`src/sv/vdlp_pkg.sv`:
```
// vdlp_pkg: types and constants for the vector display list processor.
// No dependencies.
`timescale 1ns / 1ps
package vdlp_pkg;

  localparam logic [1:0] OP_WRITE = 2'd0;
  localparam logic [1:0] OP_START = 2'd1;
  localparam logic [1:0] OP_EXEC  = 2'd2;

  localparam logic [1:0] ST_OK        = 2'd0;
  localparam logic [1:0] ST_OVERFLOW  = 2'd1;
  localparam logic [1:0] ST_UNDERFLOW = 2'd2;

  localparam logic [3:0] OPC_LABS = 4'hA;
  localparam logic [3:0] OPC_HALT = 4'hB;
  localparam logic [3:0] OPC_JSRL = 4'hC;
  localparam logic [3:0] OPC_RTSL = 4'hD;
  localparam logic [3:0] OPC_JMPL = 4'hE;
  localparam logic [3:0] OPC_SVEC = 4'hF;

  localparam logic [15:0] Y_FLIP = 16'd1023;

  typedef struct packed {
    logic [1:0]  operation;
    logic [11:0] address;
    logic [15:0] data;
  } item_t;

  typedef struct packed {
    logic        draw_valid;
    logic [15:0] x_start;
    logic [15:0] y_start;
    logic [15:0] x_end;
    logic [15:0] y_end;
    logic [3:0]  brightness;
    logic        running;
    logic [1:0]  status;
    logic [11:0] next_pc;
  } result_t;

  // Delta scaling: shift is signed, positive means right.
  function automatic logic [15:0] scaled_delta(logic [9:0] mag, logic signed [6:0] sh,
                                               logic neg);
    logic [15:0] r;
    logic [15:0] m;
    m = {6'd0, mag};
    if (!sh[6]) r = (sh >= 7'sd16) ? 16'd0 : (m >> sh[3:0]);
    else        r = m << 5'((-sh) & 7'sd31);
    return neg ? 16'(0 - r) : r;
  endfunction

  function automatic logic [15:0] labs_coord(logic [15:0] w);
    return w[10] ? 16'({6'd0, w[9:0]} - 16'd1024) : {6'd0, w[9:0]};
  endfunction

endpackage

```
`src/sv/vdlp_front.sv`:
```
// vdlp_front: accepts input beats into a two-entry queue.
// Depends on vdlp_pkg.
`timescale 1ns / 1ps
module vdlp_front import vdlp_pkg::*; (
  input  logic  clk_i,
  input  logic  rst_ni,
  input  logic  in_valid_i,
  output logic  in_ready_o,
  input  item_t in_item_i,
  output logic  q_valid_o,
  input  logic  q_pop_i,
  output item_t q_item_o
);
  item_t       buf_q [2];
  logic        rd_q, wr_q;
  logic [1:0]  cnt_q;
  logic        push;

  assign in_ready_o = (cnt_q != 2'd2);
  assign push       = in_valid_i && in_ready_o;
  assign q_valid_o  = (cnt_q != 2'd0);
  assign q_item_o   = buf_q[rd_q];

  always_ff @(posedge clk_i or negedge rst_ni) begin
    if (!rst_ni) begin
      rd_q <= 1'b0; wr_q <= 1'b0; cnt_q <= 2'd0;
    end else begin
      if (push) wr_q <= ~wr_q;
      if (q_pop_i) rd_q <= ~rd_q;
      cnt_q <= 2'(cnt_q + {1'b0, push} - {1'b0, q_pop_i});
    end
  end

  always_ff @(posedge clk_i) begin
    if (push) buf_q[wr_q] <= in_item_i;
  end
endmodule

```
`config.mk`:
```
export PLATFORM = sky130hd
export DESIGN_NAME = vdlp_front
export DESIGN_NICKNAME = d
export VERILOG_FILES = /design/src/sv/vdlp_pkg.sv /design/src/sv/vdlp_front.sv
export SDC_FILE = /design/constraint.sdc
export NUM_CORES = 1
export LEC_CHECK = 0
export BUFFER_PORTS_ARGS = -buffer_cell sky130_fd_sc_hd__buf_2
export CORE_ASPECT_RATIO = 1.4
export CORE_MARGIN = 1.5
export CORE_UTILIZATION = 45
export CTS_CLUSTER_SIZE = 8
export DETAILED_ROUTE_END_ITERATION = 12
export PLACE_DENSITY_LB_ADDON = 0.08
export SLEW_MARGIN = 20
export SYNTH_ARGS = -nofsm -noshare
export SYNTH_HDL_FRONTEND = slang
export SYNTH_SLANG_ARGS = --single-unit
```
`constraint.sdc`:
```
create_clock -name clk_i -period 2.82 [get_ports clk_i]
set_input_delay 0.282 -clock clk_i [delete_from_list [all_inputs] [get_ports clk_i]]
set_output_delay 0.282 -clock clk_i [all_outputs]
set_load 0.02 [all_outputs]
```
== Word level (Yosys, flattened, before mapping) ==
Memory sizes are Yosys's and may differ from the RTL's.
Index checks and enable logic that the tools add are counted.

* Memories: 1
* Word-level logic and storage cells: 13
* Bits in registers: 4
* Memory bits (writable): 60
* Bits of input ports: 34
* Output and inout port bits: 32

{| class="wikitable"
|+ Memory list
! name !! depth !! bits a word !! rd ports !! clocked after memory_dff !! write ports !! line !! RTL
|-
| buf_q || 2 || 30 || 1 || 0 || 1 || vdlp_front.sv:14 || <nowiki>item_t buf_q [2];</nowiki>
|}

* Muxes and demuxes: 2
* Bitwise logic cells: 2
* Equality and inequality tests: 1
* $add $sub $neg: 2
* Reductions and logical operators: 2

{| class="wikitable"
|+ Operators by type and width
! cell !! count
|-
| $add 2x1->2 || 1
|-
| $mux 1 || 2
|-
| $ne 2x2->1 const B || 1
|-
| $not 1->1 || 2
|-
| $reduce_bool 2->1 || 1
|-
| $sub 2x1->2 || 1
|-
| $logic_and 1x1->1 || 1
|}

== Longest topological paths before layout ==
* Depth in word-level cells: 4
* Depth in mapped cells: 5
* Mapped depth without buffers: 5

== Worst setup path after synthesis ==
OpenSTA, ideal clock, no wires.

* Path kind: flip-flop to flip-flop
* Start point: register cnt_q[1]
* End point: memory buf_q[0][0] (netlist name) (enable)
* Path buffers: 0
* Stages on the path, launching flop included: 4
* Library setup time: 0.417 ns
* Path slack: 0.334 ns
* Period minus slack after synthesis: 2.486 ns
* Arrival time: 2.069 ns
* Data required time: 2.403 ns
* Path through: dfrtp_1 -> nand2b_1 -> nand2_1 -> nor2_1

* Word-level cells in the longest chain between the ends: 4

{| class="wikitable"
|+ Ends and longest elaborated chain
! element !! line !! RTL
|-
| from (decl) || vdlp_front.sv:16 || <nowiki>logic [1:0] cnt_q;</nowiki>
|-
| from (signal assigned) || vdlp_front.sv:30 || <nowiki>cnt_q <= 2'(cnt_q + {1'b0, push} - {1'b0, q_pop_i});</nowiki>
|-
| $ne 2x2->1 || vdlp_front.sv:19 || <nowiki>assign in_ready_o = (cnt_q != 2'd2);</nowiki>
|-
| net in_ready_o || vdlp_front.sv:8 || <nowiki>output logic in_ready_o,</nowiki>
|-
| $logic_and 1x1->1 || vdlp_front.sv:20 || <nowiki>assign push = in_valid_i && in_ready_o;</nowiki>
|-
| $mux 1 || vdlp_front.sv:35 || <nowiki>if (push) buf_q[wr_q] <= in_item_i;</nowiki>
|-
| $mux 1 (implied by the code) || vdlp_front.sv:35 ||
|-
| to (decl) || vdlp_front.sv:14 ||
|}

The timed path passes the listed nets, and every way through them passes these cells.

== Worst setup path in the final report ==
* Start point: register cnt_q[1]
* End point: memory buf_q[0][26] (netlist name) (enable)

* Word-level cells in the longest chain between the ends: 4

{| class="wikitable"
|+ Ends and longest elaborated chain
! element !! line
|-
| $ne 2x2->1 || vdlp_front.sv:19
|-
| $logic_and 1x1->1 || vdlp_front.sv:20
|-
| $mux 1 || vdlp_front.sv:35
|-
| $mux 1 (implied by the code) || vdlp_front.sv:35
|}

Every way passes these cells.

==> flow_metrics.env <==
export IMPL_status="finished, final reports clean"
export IMPL_clkLatencyLatePin_ps=330
export IMPL_period_needed_ps=1780
export IMPL_synth_nets=145
export IMPL_ys_ff_latch=64
export IMPL_port_buffers=65
export IMPL_switching_share_pct=32.9
export IMPL_hold_start="in_item_i[20]"
export IMPL_synth_top_area_cell="edfxtp_1"
export IMPL_cts_sinks=64
export IMPL_antenna_found_initial=0
export IMPL_slew_violations=0
export IMPL_totalWireLength_um=3730
export IMPL_peakVddDrop_v=0.000519
export IMPL_syn_avg_cell_area_um2=21.5
export IMPL_area_growth_synth_to_final_pct=26.2
export IMPL_post_drt_wl_per_cell_um=14.4
export IMPL_end_kind="flop"
export IMPL_layout_commonest_cell="buf_2"
export IMPL_grt_first_pass_wirelength_um=5660
export IMPL_clkPwrFrac_pct=23.4
export IMPL_crit_arrival_ps=1730
export IMPL_drt_first_pass_iters=3
export IMPL_dp_cells=242
export IMPL_core_area_um2=5120
export IMPL_combPwrFrac_pct=32.4
export IMPL_ys_warn_count=0
export IMPL_grt_max_degree=31
export IMPL_dp_hpwl_um=2530
export IMPL_power_density_nw_per_um2=1030
export IMPL_seq_area_frac_synth_pct=80.3
export IMPL_hp_class="input pin to flop"
export IMPL_synthCells=110
export IMPL_cts_inserted_buffers=9
export IMPL_crit_path_start_kind="flop"
export IMPL_timing_final_ws_setup_ps=1040
export IMPL_syn_area_um2=2370
export IMPL_maxCapViolations=0
export IMPL_worstReg2RegStart="cnt_q[1]"
export IMPL_pre_cts_ws_ps=1000
export IMPL_hold_viol_final=0
export IMPL_via_count=1229
export IMPL_power_share_sequential_pct=44.3
export IMPL_die_area_um2=5710
export IMPL_cts_tree="done"
export IMPL_min_path_cells=1
export IMPL_die_w_um=64.3
export IMPL_synth_cell_types=15
export IMPL_cts_path_max_buffers=2
export IMPL_drtIter0Drc=56
export IMPL_min_to="buf_q[0][20]"
export IMPL_slew_headroom_pct=42.5
export IMPL_cts_root_buf="clkbuf_8"
export IMPL_core_rowCount=31
export IMPL_first_global_vias=1256
export IMPL_antenna_cells=0
export IMPL_gr_usage_all_layers_pct=14.3
export IMPL_path_class="flop to flop"
export IMPL_fin_cells=259
export IMPL_crit_path_max_fanout=30
export IMPL_worstReg2RegEnd="buf_q[0][26]"
export IMPL_fmax_mhz=563
export IMPL_layout_common_cells="buf_2 (65), edfxtp_1 (60), mux2_1 (30)"
export IMPL_layout_nets=223
export IMPL_rsz0062_at_grt="no"
export IMPL_setup_tns_ps=0
export IMPL_ctsResizeCount=0
export IMPL_leakagePower_nw=1.14
export IMPL_p_int_mw=2.07
export IMPL_io_pins=66
export IMPL_r2r_cells=3
export IMPL_drive_gt1_share_pct=45.1
export IMPL_drc=0
export IMPL_place_congestion=0.607
export IMPL_ant_nets=0
export IMPL_synth_top_cell_area_share_pct=76.1
export IMPL_viasPerCell=4.75
export IMPL_start_util_pct=46.2
export IMPL_synth_top_cells_by_area="edfxtp_1 (76%), mux2_1 (14%), dfrtp_1 (4.2%), xnor2_1 (1.1%), buf_4 (0.95%)"
export IMPL_power_switching_mw=1.02
export IMPL_cts_max_level=3
export IMPL_skew_ps=4.28
export IMPL_worst_pin_slew_ps=860
export IMPL_die_h_um=88.8
export IMPL_reg2reg_slack_ps=1040
export IMPL_required_ps=2780
export IMPL_finalSetupViolations=0
export IMPL_finalCritPeriodShare_pct=63.0
export IMPL_path_clk_slew_ps=60
export IMPL_grt_overflow=0
synthesized netlist by cell type:
master and n:
xor2_1 1, a21oi_2 1, edfxtp_1 60, or2_2 1
dfrtp_1 4, buf_4 3, mux2_1 30, nand2_1 1
a21bo_1 1, xnor2_1 3, ha_1 1, and3_1 1
nor3b_2 1, nor2_1 1, nand2b_1 1
registers in the layout (all words and copies together) (netlist names):
| name | flops |
|---|---|
| cnt_q | 2 |
| buf_q | 60 |
| rd_q | 1 |
| wr_q | 1 |
through the flow:
stage / area [µm²] / util (%) / hold slack, ps / total power [mW]
floorplan: 2370 / - / -13.6 / 2.07
global placement: 2790 / 54.5 / 93.6 / 2.38
detailed placement: 2790 / 54.5 / 96.3 / 2.41
CTS: 2990 / 58.3 / 119 / 3.14
global route: 2990 / 58.3 / 124 / 3.25
finish: 2990 / 58.3 / 139 / 3.09
per-layer routing:
| metal | share of wire, % | track usage (%) |
|---|---|---|
| met1 | 37 | 14.8 |
| met2 | 55 | 24.5 |
| met3 | 4.9 | 3.56 |
| met4 | 2.3 | 11.6 |
| met5 | 0 | 0 |
cells by family (layout without fill, tap and decap cells):
logic type               count (synthesis)  in the layout  share of synthesized area, %
flip-flops                              64             64                          80.3
multiplexers                            30             30                          14.3
AND/OR/NAND/NOR                          6              6                          1.64
XOR/XNOR                                 4              4                          1.48
buffers and inverters                    3             86                         0.951
AO/OA/AOI/OAI                            2              2                         0.793
adder cells (fa/ha/maj)                  1              1                         0.528
power by group through the flow:
| stage | registers (mW) | logic [mW] | clock network, mW |
|---|---|---|---|
| 2_1_floorplan | 1.38 | 0.697 | 0 |
| 3_3_place_gp | 1.37 | 1.01 | 0 |
| 3_5_place_dp | 1.39 | 1.02 | 0 |
| 4_1_cts | 1.37 | 1.03 | 0.746 |
| 5_1_grt | 1.39 | 1.08 | 0.779 |
| 6_report | 1.37 | 1.00 | 0.722 |
worst max-delay path: stages (launching register included):
cell and delay [ps]:
dfrtp_1 420, nand2b_1 130, nand2_1 150, nor2_4 680
repair_timing:
action                    in CTS  in global routing
buffers inserted               0                  0
hold endpoints to repair       4                  0
hold buffers                   1                  0
final cells by class:
cell class,instances,area [µm²]
fill,429,2130
multi-input combinational,43,450
timing repair buffer,70,365
clock buffer,9,124
clock inverter,7,62.6
sequential,64,1900
tap,66,82.6
worst max path at each step:
stage,end,startpoint
floorplan,buf_q[0][0],cnt_q[1]
global placement,buf_q[0][9],cnt_q[1]
detailed placement,buf_q[0][6],cnt_q[1]
CTS,buf_q[0][0],cnt_q[1]
global route,buf_q[0][21],cnt_q[1]
finish,buf_q[0][26],cnt_q[1]
No activity file was read; power rests on OpenSTA's default activity.
